[config.mk]
export PLATFORM = sky130hd
export DESIGN_NAME = rsa_byte_stream_sign_verify_core
export DESIGN_NICKNAME = d
export VERILOG_FILES = /design/src/rtl/core/rbsv_pkg.sv /design/src/rtl/core/rbsv_useq.sv /design/src/rtl/core/rbsv_datapath.sv /design/src/rtl/core/rsa_byte_stream_sign_verify_core.sv
export SDC_FILE = /design/constraint.sdc
export NUM_CORES = 1
export LEC_CHECK = 0
export ABC_AREA = 1
export BUFFER_PORTS_ARGS = -buffer_cell sky130_fd_sc_hd__buf_2
export CORE_MARGIN = 1
export CORE_UTILIZATION = 62
export CTS_CLUSTER_DIAMETER = 30
export DETAILED_ROUTE_END_ITERATION = 7
export PLACE_DENSITY = 0.92
export SLEW_MARGIN = 15
export SYNTH_ARGS = -nofsm -noshare
export SYNTH_HDL_FRONTEND = slang
export SYNTH_SLANG_ARGS = --single-unit
[constraint.sdc]
create_clock -name clk_i -period 4.4 [get_ports clk_i]
set_input_delay 0 -clock clk_i [delete_from_list [all_inputs] [get_ports clk_i]]
set_output_delay 0 -clock clk_i [all_outputs]
set_load 0.01 [all_outputs]
[src/rtl/core/rbsv_pkg.sv]
`timescale 1ns / 1ps

package rbsv_pkg;

  localparam int MOD_BITS_DEF = 16;
  localparam int BYTE_W       = 8;
  localparam int CFG_IDX_W    = 2;
  localparam int PC_W         = 4;

  // Configuration register indexes
  localparam logic [CFG_IDX_W-1:0] CFG_MODULUS  = 2'd0;
  localparam logic [CFG_IDX_W-1:0] CFG_EXPONENT = 2'd1;
  localparam logic [CFG_IDX_W-1:0] CFG_MODE     = 2'd2;

  // Microprogram step labels
  localparam logic [PC_W-1:0] ST_IDLE       = 4'd0;
  localparam logic [PC_W-1:0] ST_FOLD_SETUP = 4'd1;
  localparam logic [PC_W-1:0] ST_FOLD_MUL   = 4'd2;
  localparam logic [PC_W-1:0] ST_FOLD_END   = 4'd3;
  localparam logic [PC_W-1:0] ST_BASE_SETUP = 4'd4;
  localparam logic [PC_W-1:0] ST_BASE_MUL   = 4'd5;
  localparam logic [PC_W-1:0] ST_BASE_END   = 4'd6;
  localparam logic [PC_W-1:0] ST_TEST_E     = 4'd7;
  localparam logic [PC_W-1:0] ST_PMUL_SETUP = 4'd8;
  localparam logic [PC_W-1:0] ST_PMUL_MUL   = 4'd9;
  localparam logic [PC_W-1:0] ST_PMUL_END   = 4'd10;
  localparam logic [PC_W-1:0] ST_SQ_SETUP   = 4'd11;
  localparam logic [PC_W-1:0] ST_SQ_MUL     = 4'd12;
  localparam logic [PC_W-1:0] ST_SQ_END     = 4'd13;
  localparam logic [PC_W-1:0] ST_FINISH     = 4'd14;

  typedef enum logic [3:0] {
    OP_WAIT_IN,
    OP_FOLD_SETUP,
    OP_MUL_STEP,
    OP_FOLD_END,
    OP_BASE_SETUP,
    OP_BASE_END,
    OP_NOP,
    OP_PMUL_SETUP,
    OP_PMUL_END,
    OP_SQ_SETUP,
    OP_SQ_END,
    OP_FINISH
  } op_e;

  typedef enum logic [2:0] {
    C_NEXT,
    C_JUMP,
    C_WAIT_IN,
    C_LOOP,
    C_NOT_LAST,
    C_E_ZERO,
    C_NOT_E0,
    C_WAIT_OUT
  } cond_e;

  typedef struct packed {
    op_e             op;
    cond_e           cond;
    logic [PC_W-1:0] target;
  } ucode_t;

  typedef struct packed {
    op_e op;
  } rbsv_ctrl_t;

  typedef struct packed {
    logic accept;
    logic cnt_more;
    logic last;
    logic e_zero;
    logic e_lsb;
    logic out_free;
  } rbsv_status_t;

  function automatic ucode_t ucode_rom(input logic [PC_W-1:0] pc);
    ucode_t w;
    w = '{op: OP_WAIT_IN, cond: C_WAIT_IN, target: ST_IDLE};
    unique case (pc)
      ST_IDLE:       w = '{op: OP_WAIT_IN,    cond: C_WAIT_IN,  target: ST_IDLE};
      ST_FOLD_SETUP: w = '{op: OP_FOLD_SETUP, cond: C_NEXT,     target: ST_IDLE};
      ST_FOLD_MUL:   w = '{op: OP_MUL_STEP,   cond: C_LOOP,     target: ST_IDLE};
      ST_FOLD_END:   w = '{op: OP_FOLD_END,   cond: C_NOT_LAST, target: ST_IDLE};
      ST_BASE_SETUP: w = '{op: OP_BASE_SETUP, cond: C_NEXT,     target: ST_IDLE};
      ST_BASE_MUL:   w = '{op: OP_MUL_STEP,   cond: C_LOOP,     target: ST_IDLE};
      ST_BASE_END:   w = '{op: OP_BASE_END,   cond: C_NEXT,     target: ST_IDLE};
      ST_TEST_E:     w = '{op: OP_NOP,        cond: C_E_ZERO,   target: ST_FINISH};
      ST_PMUL_SETUP: w = '{op: OP_PMUL_SETUP, cond: C_NOT_E0,   target: ST_SQ_SETUP};
      ST_PMUL_MUL:   w = '{op: OP_MUL_STEP,   cond: C_LOOP,     target: ST_IDLE};
      ST_PMUL_END:   w = '{op: OP_PMUL_END,   cond: C_NEXT,     target: ST_IDLE};
      ST_SQ_SETUP:   w = '{op: OP_SQ_SETUP,   cond: C_NEXT,     target: ST_IDLE};
      ST_SQ_MUL:     w = '{op: OP_MUL_STEP,   cond: C_LOOP,     target: ST_IDLE};
      ST_SQ_END:     w = '{op: OP_SQ_END,     cond: C_JUMP,     target: ST_TEST_E};
      ST_FINISH:     w = '{op: OP_FINISH,     cond: C_WAIT_OUT, target: ST_IDLE};
      default:       w = '{op: OP_WAIT_IN,    cond: C_JUMP,     target: ST_IDLE};
    endcase
    return w;
  endfunction

endpackage

[src/rtl/core/rbsv_useq.sv]
`timescale 1ns / 1ps

module rbsv_useq import rbsv_pkg::*; (
  input  logic         clk_i,
  input  logic         rst_ni,
  input  rbsv_status_t status_i,
  output rbsv_ctrl_t   ctrl_o
);

  logic [PC_W-1:0] pc_q, pc_d, pc_inc;
  ucode_t          word;

  assign word   = ucode_rom(pc_q);
  assign pc_inc = pc_q + PC_W'(1);

  always_comb begin
    pc_d = pc_q;
    unique case (word.cond)
      C_NEXT:     pc_d = pc_inc;
      C_JUMP:     pc_d = word.target;
      C_WAIT_IN:  pc_d = status_i.accept ? pc_inc : pc_q;
      C_LOOP:     pc_d = status_i.cnt_more ? pc_q : pc_inc;
      C_NOT_LAST: pc_d = status_i.last ? pc_inc : word.target;
      C_E_ZERO:   pc_d = status_i.e_zero ? word.target : pc_inc;
      C_NOT_E0:   pc_d = status_i.e_lsb ? pc_inc : word.target;
      C_WAIT_OUT: pc_d = status_i.out_free ? word.target : pc_q;
      default:    pc_d = ST_IDLE;
    endcase
  end

  always_ff @(posedge clk_i or negedge rst_ni) begin
    if (!rst_ni) begin
      pc_q <= ST_IDLE;
    end else begin
      pc_q <= pc_d;
    end
  end

  assign ctrl_o.op = word.op;

endmodule

[src/rtl/core/rbsv_datapath.sv]
`timescale 1ns / 1ps

module rbsv_datapath import rbsv_pkg::*; #(
  parameter int MOD_BITS = MOD_BITS_DEF
) (
  input  logic                 clk_i,
  input  logic                 rst_ni,
  input  rbsv_ctrl_t           ctrl_i,
  output rbsv_status_t         status_o,
  input  logic                 cfg_we_i,
  input  logic [CFG_IDX_W-1:0] cfg_idx_i,
  input  logic [MOD_BITS-1:0]  cfg_wdata_i,
  input  logic                 in_valid_i,
  input  logic [BYTE_W-1:0]    in_byte_i,
  input  logic                 in_last_i,
  input  logic [MOD_BITS-1:0]  in_sig_i,
  input  logic                 out_ready_i,
  output logic                 out_valid_o,
  output logic [MOD_BITS-1:0]  out_value_o,
  output logic                 out_ok_o,
  output logic [MOD_BITS-1:0]  out_residue_o
);

  localparam int XW = MOD_BITS + BYTE_W;
  localparam int CW = $clog2(XW + 1);
  localparam int TW = MOD_BITS + 2;

  logic [MOD_BITS-1:0] mod_q, exp_q;
  logic                mode_q;
  logic [MOD_BITS-1:0] res_q, res_d;
  logic [XW-1:0]       x_q, x_d;
  logic [MOD_BITS-1:0] b_q, b_d, acc_q, acc_d;
  logic [CW-1:0]       cnt_q, cnt_d;
  logic [MOD_BITS-1:0] base_q, base_d, pw_q, pw_d, e_q, e_d, sig_q, sig_d;
  logic                last_q, last_d;
  logic                out_valid_q, out_valid_d;
  logic [MOD_BITS-1:0] out_value_q, out_value_d, out_res_q, out_res_d;
  logic                out_ok_q, out_ok_d;

  logic                accept, mod_small, res_lt_n, out_free;
  logic [TW-1:0]       t_sum, t_n, t_2n, n_ext;
  logic [MOD_BITS-1:0] step_red, fin_value;

  assign accept    = in_valid_i && (ctrl_i.op == OP_WAIT_IN);
  assign mod_small = ~|mod_q[MOD_BITS-1:1];
  assign res_lt_n  = res_q < mod_q;
  assign out_free  = !out_valid_q || out_ready_i;

  // One step of interleaved shift-add reduction: acc and b below n keep the
  // sum under 3n, so at most two subtractions of n are needed.
  assign n_ext = TW'(mod_q);
  assign t_sum = {1'b0, acc_q, 1'b0} + (x_q[XW-1] ? TW'(b_q) : TW'(0));
  assign t_n   = t_sum - n_ext;
  assign t_2n  = t_sum - {n_ext[TW-2:0], 1'b0};

  always_comb begin
    if (t_sum >= {n_ext[TW-2:0], 1'b0}) begin
      step_red = t_2n[MOD_BITS-1:0];
    end else if (t_sum >= n_ext) begin
      step_red = t_n[MOD_BITS-1:0];
    end else begin
      step_red = t_sum[MOD_BITS-1:0];
    end
  end

  assign fin_value = mod_small ? '0 : pw_q;

  always_comb begin
    res_d       = res_q;
    x_d         = x_q;
    b_d         = b_q;
    acc_d       = acc_q;
    cnt_d       = cnt_q;
    base_d      = base_q;
    pw_d        = pw_q;
    e_d         = e_q;
    sig_d       = sig_q;
    last_d      = last_q;
    out_value_d = out_value_q;
    out_res_d   = out_res_q;
    out_ok_d    = out_ok_q;
    out_valid_d = out_valid_q && !out_ready_i;
    unique case (ctrl_i.op)
      OP_WAIT_IN: begin
        if (accept) begin
          x_d    = {res_q, in_byte_i};
          sig_d  = in_sig_i;
          last_d = in_last_i;
        end
      end
      OP_FOLD_SETUP: begin
        b_d = MOD_BITS'(1);
        if (res_lt_n) begin
          // Residue already reduced: shift in the byte only
          acc_d = res_q;
          x_d   = {x_q[BYTE_W-1:0], {MOD_BITS{1'b0}}};
          cnt_d = CW'(BYTE_W);
        end else begin
          acc_d = '0;
          cnt_d = CW'(XW);
        end
      end
      OP_MUL_STEP: begin
        acc_d = step_red;
        x_d   = {x_q[XW-2:0], 1'b0};
        cnt_d = cnt_q - CW'(1);
      end
      OP_FOLD_END: begin
        res_d = mod_small ? '0 : acc_q;
      end
      OP_BASE_SETUP: begin
        x_d   = {(mode_q ? sig_q : res_q), {BYTE_W{1'b0}}};
        b_d   = MOD_BITS'(1);
        acc_d = '0;
        cnt_d = CW'(MOD_BITS);
      end
      OP_BASE_END: begin
        base_d = acc_q;
        pw_d   = MOD_BITS'(1);
        e_d    = exp_q;
      end
      OP_NOP: begin
      end
      OP_PMUL_SETUP: begin
        x_d   = {pw_q, {BYTE_W{1'b0}}};
        b_d   = base_q;
        acc_d = '0;
        cnt_d = CW'(MOD_BITS);
      end
      OP_PMUL_END: begin
        pw_d = acc_q;
      end
      OP_SQ_SETUP: begin
        x_d   = {base_q, {BYTE_W{1'b0}}};
        b_d   = base_q;
        acc_d = '0;
        cnt_d = CW'(MOD_BITS);
      end
      OP_SQ_END: begin
        base_d = acc_q;
        e_d    = {1'b0, e_q[MOD_BITS-1:1]};
      end
      OP_FINISH: begin
        if (out_free) begin
          out_valid_d = 1'b1;
          out_value_d = fin_value;
          out_res_d   = res_q;
          out_ok_d    = mode_q && (fin_value == res_q);
          res_d       = '0;
        end
      end
      default: begin
      end
    endcase
  end

  always_ff @(posedge clk_i or negedge rst_ni) begin
    if (!rst_ni) begin
      mod_q       <= MOD_BITS'(2);
      exp_q       <= MOD_BITS'(1);
      mode_q      <= 1'b0;
      res_q       <= '0;
      out_valid_q <= 1'b0;
    end else begin
      if (cfg_we_i) begin
        case (cfg_idx_i)
          CFG_MODULUS:  mod_q  <= cfg_wdata_i;
          CFG_EXPONENT: exp_q  <= cfg_wdata_i;
          CFG_MODE:     mode_q <= cfg_wdata_i[0];
          default: begin
          end
        endcase
      end
      res_q       <= res_d;
      out_valid_q <= out_valid_d;
    end
  end

  always_ff @(posedge clk_i) begin
    x_q         <= x_d;
    b_q         <= b_d;
    acc_q       <= acc_d;
    cnt_q       <= cnt_d;
    base_q      <= base_d;
    pw_q        <= pw_d;
    e_q         <= e_d;
    sig_q       <= sig_d;
    last_q      <= last_d;
    out_value_q <= out_value_d;
    out_res_q   <= out_res_d;
    out_ok_q    <= out_ok_d;
  end

  assign status_o.accept   = accept;
  assign status_o.cnt_more = cnt_q > CW'(1);
  assign status_o.last     = last_q;
  assign status_o.e_zero   = ~|e_q;
  assign status_o.e_lsb    = e_q[0];
  assign status_o.out_free = out_free;

  assign out_valid_o   = out_valid_q;
  assign out_value_o   = out_value_q;
  assign out_ok_o      = out_ok_q;
  assign out_residue_o = out_res_q;

endmodule

[src/rtl/core/rsa_byte_stream_sign_verify_core.sv]
`timescale 1ns / 1ps

// Byte-stream RSA sign / verify core. Message bytes are folded one per
// transaction into a residue, residue = (residue * 256 + byte) mod modulus;
// the transaction flagged by tlast then triggers square-and-multiply
// exponentiation and produces one result transaction: the signature in sign
// mode (mode 0), or signature_in^exponent mod modulus plus a match flag in
// verify mode (mode 1). A modulus below two reduces everything to zero. All
// arithmetic runs on one bit-serial modular multiplier, driven step by step
// from a small microprogram ROM, and the core takes one byte at a time.
// A byte folds only itself into the residue when the held residue is below
// the modulus, and the whole residue and byte otherwise (with a zero modulus,
// or after the modulus was rewritten mid message). A last byte adds a base
// reduction, then for each exponent bit up to the highest set one a squaring
// plus a multiplication when the bit is set, then a finish step. The result
// sits in an output register, so the next message can start while it waits
// to be taken; the finish step of that next message holds until the register
// has been emptied. Write configuration only while idle.
module rsa_byte_stream_sign_verify_core import rbsv_pkg::*; #(
  parameter int MOD_BITS = MOD_BITS_DEF,
  localparam int IN_TDATA_W  = ((BYTE_W + MOD_BITS + 7) / 8) * 8,
  localparam int OUT_TDATA_W = ((2 * MOD_BITS + 7) / 8) * 8
) (
  input  logic                   clk_i,
  input  logic                   rst_ni,
  // Configuration: 0 modulus, 1 exponent, 2 mode
  input  logic                   cfg_we_i,
  input  logic [CFG_IDX_W-1:0]   cfg_idx_i,
  input  logic [MOD_BITS-1:0]    cfg_wdata_i,
  // Byte input
  input  logic                   s_axis_tvalid,
  output logic                   s_axis_tready,
  input  logic [IN_TDATA_W-1:0]  s_axis_tdata,   // msg_byte, signature_in
  input  logic                   s_axis_tlast,
  // Result output
  output logic                   m_axis_tvalid,
  input  logic                   m_axis_tready,
  output logic [OUT_TDATA_W-1:0] m_axis_tdata,   // value_out, message_residue
  output logic                   m_axis_tuser    // signature_ok
);

  rbsv_ctrl_t          ctrl;
  rbsv_status_t        status;
  logic [MOD_BITS-1:0] value_out, message_residue;

  // Sequencer: step counter and control ROM
  rbsv_useq u_useq (
    .clk_i    (clk_i),
    .rst_ni   (rst_ni),
    .status_i (status),
    .ctrl_o   (ctrl)
  );

  // Datapath: config registers, residue, modular multiplier, output register
  rbsv_datapath #(
    .MOD_BITS (MOD_BITS)
  ) u_datapath (
    .clk_i         (clk_i),
    .rst_ni        (rst_ni),
    .ctrl_i        (ctrl),
    .status_o      (status),
    .cfg_we_i      (cfg_we_i),
    .cfg_idx_i     (cfg_idx_i),
    .cfg_wdata_i   (cfg_wdata_i),
    .in_valid_i    (s_axis_tvalid),
    .in_byte_i     (s_axis_tdata[BYTE_W-1:0]),
    .in_last_i     (s_axis_tlast),
    .in_sig_i      (s_axis_tdata[BYTE_W +: MOD_BITS]),
    .out_ready_i   (m_axis_tready),
    .out_valid_o   (m_axis_tvalid),
    .out_value_o   (value_out),
    .out_ok_o      (m_axis_tuser),
    .out_residue_o (message_residue)
  );

  // Take a byte only while the microprogram waits at its idle step
  assign s_axis_tready = (ctrl.op == OP_WAIT_IN);

  assign m_axis_tdata = OUT_TDATA_W'({message_residue, value_out});

endmodule

Word-level counts from Yosys, hierarchy flattened. Memories as Yosys holds them, arrays and structs flattened. Index checks and enable logic that the tools add are counted.

Multiply operators: 0. Add/subtract/negate cells: 5. Equality and inequality tests: 26. Divide/modulo/power cells: 0. $lt $le $gt $ge: 4. Shifts and indexed selects: 0. Bitwise logic cells: 0. Mux-type cells: 27. Reduce and logical (&&, ||, !) cells: 29.

Operators with widths (number): case mux 24 bit (6 select lines) (1); two-way mux 16 bit (8); case mux 16 bit (2 select lines) (4); two-way mux 24 bit (2); case mux 16 bit (3 select lines) (1); case mux 4 bit (8 select lines) (1); subtractor 16 bit (2); two-way mux 4 bit (6); adder 17 x 16 -> 18 bit (1); >= comparator 18 x 16 -> 1 bit (1); >= comparator 18 x 17 -> 1 bit (1); equality test 16 bit (1); equality test 4 bit (second input constant) (4); < comparator 16 bit (1); OR reduction 16 bit (1); case mux 5 bit (3 select lines) (1); OR reduction 15 bit (1); equality test 3 bit (second input constant) (4); equality test 4 x 3 -> 1 bit (second input constant) (3); AND reduction 2 bit (6); inequality test 2 x 1 -> 1 bit (second input constant) (5); equality test 4 x 2 -> 1 bit (second input constant) (2); nonzero test 2 bit (4); equality test 3 x 2 -> 1 bit (second input constant) (2); other kinds (21) (28).

Output and inout port bits: 35. Memory bits (read-only): 176. Bits of input ports: 48. Memories: 1. Bits in registers: 213. Bits in latches: 0. Memory bits (writable): 0. Logic and storage cells: 110.

Memory list: (no name shown) (words 16, width 11, read ports 1, clocked after memory_dff 0, write ports 0, RTL line rbsv_pkg.sv:80) `unique case (pc)`.

Depth between registers and ports, before layout.
Depth after elaboration: 6. Depth in mapped cells: 27.

Modules after synthesis. Synthesis repeated with hierarchy kept, for this count alone.

Cells, all modules: 1564. Area total of the unflattened synthesis: 13126.3 um^2.

Modules (own cells, without submodules): rbsv_datapath (sequential area each 6028.3 um^2, instances 1, area each 12062.8 um^2, cells an instance 1366); rbsv_useq (sequential area each 100.1 um^2, instances 1, area each 1037.2 um^2, cells an instance 191); rsa_byte_stream_sign_verify_core (sequential area each 0.0 um^2, instances 1, area each 26.3 um^2, cells an instance 7).

Worst setup path after synthesis. No wires, ideal clock.

Path type: flip-flop to flip-flop. From: reg u_datapath.x_q[23]. To: reg u_datapath.acc_q[7], data pin. Library setup time: 252 ps. Arrival time: 3552 ps. Required time: 4148 ps. Setup slack: 595 ps. Cell stages (with the launch flop): 25. Period minus slack after synthesis: 3805 ps. Buffers on the path: 2. Cell sequence: edfxtp_1 > clkbuf_1 > nand2_1 > inv_1 > ha_1 > inv_1 > fa_1 > o21ai_0 > nand2_1 > nand2_1 > xor2_1 > ha_1 > nand2_1 > inv_1 > nand2_1 > nand2_1 > a21oi_1 > nand2_1 > nand2_1 > nand4_2 > buf_4 > nand2_1 > nand3_1 > nand2_1 > nand2_1.

Cells in the longest elaborated chain, start to end: 6. Elaborated cells between the ends (all ways): 9.

Ends and longest elaborated chain: start, declared (RTL line rbsv_datapath.sv:31) `logic [XW-1:0] x_q, x_d;`; start signal, assigned (RTL line rbsv_datapath.sv:180) `x_q <= x_d;`; two-way mux 16 bit (*) (RTL line rbsv_datapath.sv:52) `assign t_sum = {1'b0, acc_q, 1'b0} + (x_q[XW-1] ? TW'(b_q) : TW'(0));`; adder 17 x 16 -> 18 bit (*) (RTL line rbsv_datapath.sv:52); subtractor 16 bit or >= comparator 18 x 16 -> 1 bit (tied branches) (RTL line rbsv_datapath.sv:53, rbsv_datapath.sv:59); two-way mux 16 bit (RTL line rbsv_datapath.sv:59) `end else if (t_sum >= n_ext) begin`; two-way mux 16 bit (*) (RTL line rbsv_datapath.sv:57) `if (t_sum >= {n_ext[TW-2:0], 1'b0}) begin`; case mux 16 bit (3 select lines) (*) (RTL line rbsv_datapath.sv:83) `unique case (ctrl_i.op)`; net u_datapath.acc_d[7] (RTL line rbsv_datapath.sv:32) `logic [MOD_BITS-1:0] b_q, b_d, acc_q, acc_d;`; end signal, assigned (RTL line rbsv_datapath.sv:182) `acc_q <= acc_d;`; end, declared (RTL line rbsv_datapath.sv:32).

Mark *: on every way through the listed nets, which the timed path passes. The rest lies on a longest branch. A chain may end at the register's enable or synchronous reset.

Worst setup path in the final report.
From: reg u_datapath.x_q[23]. To: reg u_datapath.acc_q[2], data pin.

The elaborated chain is that of the path after synthesis.

==> summary.txt <==
Place
  • Port Buffer Count: 82
  • Routability congestion estimate from global placement: approximately 1
  • Dpl hpwl: about 27 mm

Finish
  • Area added between synthesis and finish: 17.1%
  • Number of antenna repair diodes: 0
  • Share of post-route cells with drive strength above 1: between 10% and 20%
  • Number of filler instances in the final layout: roughly 1400
  • Layout net count: ~1800

Route
  • Detailed Route Iter0 Violations: 1734
  • Vias per cell: a little over 6
  • Drt drc: 0
  • Routed WL: between 40 and 50 mm
  • Iteration count of the initial detailed-routing pass: 8
  • Via count: 12148
  • Final routed wire length divided by cell count: around 21 um
  • Post-route ant nets: 0

Synth
  • Top flip-flop cell by instance count after synthesis: sky130_fd_sc_hd__edfxtp_1
  • Synth Net Count: roughly 1700
  • Total of warnings raised by yosys: 0
  • Synthesized instance count: around 1500
  • Mean cell area of the mapped netlist: about 8.5 sq um
  • Cell with the most instances after synthesis: sky130_fd_sc_hd__nand2_1
  • Post-Syn Area: around 13000 sq um
  • Part of the Yosys area used for sequential elements: between 40% and 50%
  • Yosys top cell by area: sky130_fd_sc_hd__edfxtp_1
  • Synth top cells by count: 398 x sky130_fd_sc_hd__nand2_1, 207 x sky130_fd_sc_hd__inv_1, 159 x sky130_fd_sc_hd__edfxtp_1
  • Biggest area contributors in the synthesized netlist: sky130_fd_sc_hd__edfxtp_1 36%, sky130_fd_sc_hd__nand2_1 11%, sky130_fd_sc_hd__dfrtp_1 9.9%, sky130_fd_sc_hd__ha_1 6.7%, sky130_fd_sc_hd__inv_1 5.9%
  • Fraction of synthesized cell area taken by the top area cell type: 36.5%
  • Yosys reg bits: roughly 210
  • Number of unique standard cell types used by synthesis: between 50 and 60
  • Post-synth EDFFs: roughly 160
  • Async set-or-reset flop fraction in the synthesized netlist: roughly a quarter

GRT
  • Gr usage total: 39.3%
  • Initial antenna violation count: 0
  • Remaining global-route overflow: 0
  • Pin count of the biggest net entering global routing: 55
  • Via count of the first global-routing pass: between 10000 and 15000
  • First-pass GRT wire length: 64.9 mm

Timing
  • Final hold viol count: 0
  • Unrepaired setup endpoints after global routing: no
  • Clock Skew: 26.0 ps
  • Worst rel slew slack: between 10% and 20%
  • Final worst path period need: 4120 ps
  • # setup viols final: 0
  • Slew @ Worst Pin: ~1200 ps
  • Share of the clock period used by the worst path after layout: approximately 94%
  • Post-route setup TNS: 0 ps
  • Final number of max-transition violations: 0
  • Highest clock rate: between 0.2 and 0.25 GHz

Setup path
  • Data arrival time of the critical path: 4420 ps
  • Start-to-end type of the worst setup path: reg -> reg
  • Number of cells on the worst reg-to-reg path: 23
  • Worst Path Max Fanout: 17
  • Startpoint type of the worst setup path: flop
  • Sort of element at the end of the critical path: flop
  • Data required, critical path: 4700 ps

Outcome
  • Status: finished clean

Floorplanning
  • Starting density of the core: 63.9%
  • Die outline width: 147 um
  • Die area: ~22000 sq um
  • Vertical die dimension: around 150 um
  • Count of pins on the block boundary: a little over 80
  • Core Box Area: 20500 sq um
  • Placement Rows: 52

Clock network
  • CTS max path bufs: 3
  • Total clock buffers created by CTS: 31
  • Clock net sink count: ~210
  • Root Buffer: sky130_fd_sc_hd__clkbuf_16
  • Insertion delay to the later sink of the worst-skew pair: 570 ps
  • TritonCTS clock tree: done
  • Number of H-tree levels: 1
  • Clock-pin slew of the registers on the worst-case setup and hold paths: 60 ps

Run
  • Count of maximum capacitance violations: 0

Hold path
  • Worst hold-check path type: in -> async
## routing by layer
metal | track usage (%) | vias up | share of wire, %
li1 | - | 5415 | -
met1 | 48.8 | 5473 | 35
met2 | 62.7 | 983 | 45
met3 | 7.70 | 277 | 12
met4 | 26.2 | 0 | 8.2
met5 | 0 | - | 0
## critical path, stage by stage, from the launching register on
cell and delay [ps]:
sky130_fd_sc_hd__edfxtp_1 440, sky130_fd_sc_hd__buf_4 220, sky130_fd_sc_hd__nand2_1 70, sky130_fd_sc_hd__inv_1 50, sky130_fd_sc_hd__ha_2 390, sky130_fd_sc_hd__nand2_1 70
sky130_fd_sc_hd__o21ai_0 160, sky130_fd_sc_hd__buf_4 170, sky130_fd_sc_hd__nand2_1 50, sky130_fd_sc_hd__nand2_1 130, sky130_fd_sc_hd__xor2_1 290, sky130_fd_sc_hd__buf_4 180
sky130_fd_sc_hd__ha_1 260, sky130_fd_sc_hd__a21oi_1 260, sky130_fd_sc_hd__nand2_1 80, sky130_fd_sc_hd__a21oi_1 140, sky130_fd_sc_hd__nand2_1 100, sky130_fd_sc_hd__nand2_1 70
sky130_fd_sc_hd__nand2_1 70, sky130_fd_sc_hd__a21oi_2 120, sky130_fd_sc_hd__buf_4 230, sky130_fd_sc_hd__nand2_1 80, sky130_fd_sc_hd__o21ai_0 140, sky130_fd_sc_hd__nand2_1 70
## cells in the final DEF, fill, tap and decap left out, drive strengths merged, types with 2 or more instances in the layout
cell type | synthesis | routed
buf | 22 | 102
dfrtp | 52 | 52
inv | 217 | 221
a22oi | 4 | 4
mux2 | 7 | 7
dlygate4sd3 | 0 | 47
and2 | 3 | 3
dfstp | 2 | 2
ha | 70 | 70
nor2 | 131 | 131
nand3 | 106 | 106
nor4 | 5 | 5
nand4 | 14 | 14
nor3 | 9 | 9
xnor2 | 20 | 20
nand3b | 5 | 5
clkbuf | 16 | 35
xor2 | 18 | 18
o211ai | 5 | 5
a22o | 2 | 2
o21ai | 133 | 133
or2 | 4 | 4
bufinv | 1 | 4
a21oi | 85 | 85
a221oi | 5 | 5
o31ai | 2 | 2
edfxtp | 159 | 159
clkinvlp | 0 | 3
o21bai | 7 | 7
a211oi | 6 | 6
clkinv | 0 | 12
fa | 3 | 3
o22ai | 4 | 4
o21a | 3 | 3
nand2 | 423 | 423
a21o | 3 | 3
## state kept, by name (all words and copies together) (netlist names)
signal                    cells
u_datapath.cnt_q              5
u_datapath.out_residue_o     16
u_datapath.sig_q             16
u_datapath.b_q               16
u_datapath.mode_q             1
u_datapath.out_valid_o        1
u_datapath.x_q               24
u_datapath.mod_q             16
u_datapath.out_ok_o           1
u_datapath.pw_q              16
u_datapath.e_q               16
u_datapath.last_q             1
u_datapath.out_value_o       16
u_useq.pc_q                   4
u_datapath.acc_q             16
u_datapath.res_q             16
u_datapath.base_q            16
u_datapath.exp_q             16
## through the flow
stage	setup WS [ps]	hold slack (ps)	cells	utilization (%)	instance area, sq um
3_3_place_gp	381	177	1877	67.0	13700
4_1_cts	213	139	1981	74.3	15200
6_report	279	124	1985	74.8	15300
3_5_place_dp	288	178	1877	67.0	13700
2_1_floorplan	595	-296	1547	-	13100
5_1_grt	2.31	157	1985	74.8	15300
## what timing repair did
action | CTS | global route
buffers inserted | 0 | 4
hold buffers | 47 | 0
endpoints found under the setup margin | 0 | 16
hold endpoints to repair | 112 | 0
gates resized for setup | 0 | 18
## kinds of logic after synthesis
| family | after synthesis | synth area share [%] |
|---|---|---|
| muxes | 7 | 0.602 |
| and+or+nand+nor | 700 | 23.6 |
| xor gates and xnor gates | 38 | 2.54 |
| DFF | 213 | 46.8 |
| AOI/OAI and AO/OA | 260 | 11.2 |
| buffers and inverters | 256 | 8.21 |
| adders and majority gates | 73 | 7.15 |
## final timing paths
kind	from	endpoint	slack, ps
setup / recovery	u_datapath.x_q[23]$_DFFE_PP_	u_datapath.acc_q[2]$_DFFE_PP_	280
hold / removal	rst_ni	u_datapath.mod_q[15]$_DFFE_PN0P_	120
setup reg to reg	u_datapath.x_q[23]$_DFFE_PP_	u_datapath.acc_q[2]$_DFFE_PP_	280
hold reg to reg	u_datapath.mod_q[12]$_DFFE_PN0P_	u_datapath.mod_q[12]$_DFFE_PN0P_	490
max in group asynchronous	rst_ni	u_datapath.res_q[13]$_DFFE_PN0P_	3750
min in group clk_i	s_axis_tdata[16]	u_datapath.sig_q[8]$_DFFE_PP_	140
## layout make-up
cell class | count | area (sq um) | share of cell area [%]
tap | 270 | 338 | 2.20
sequential | 213 | 6130 | 40.0
inverter | 218 | 840 | 5.47
clock buffer | 35 | 801 | 5.22
timing repair buffer | 149 | 1030 | 6.75
clock inverter | 22 | 220 | 1.44
multi-input combinational | 1078 | 5970 | 39.0
Power is left out: the tool's default activity adds up to more than one toggle a clock period on the data nets, which glitch-free logic cannot reach.
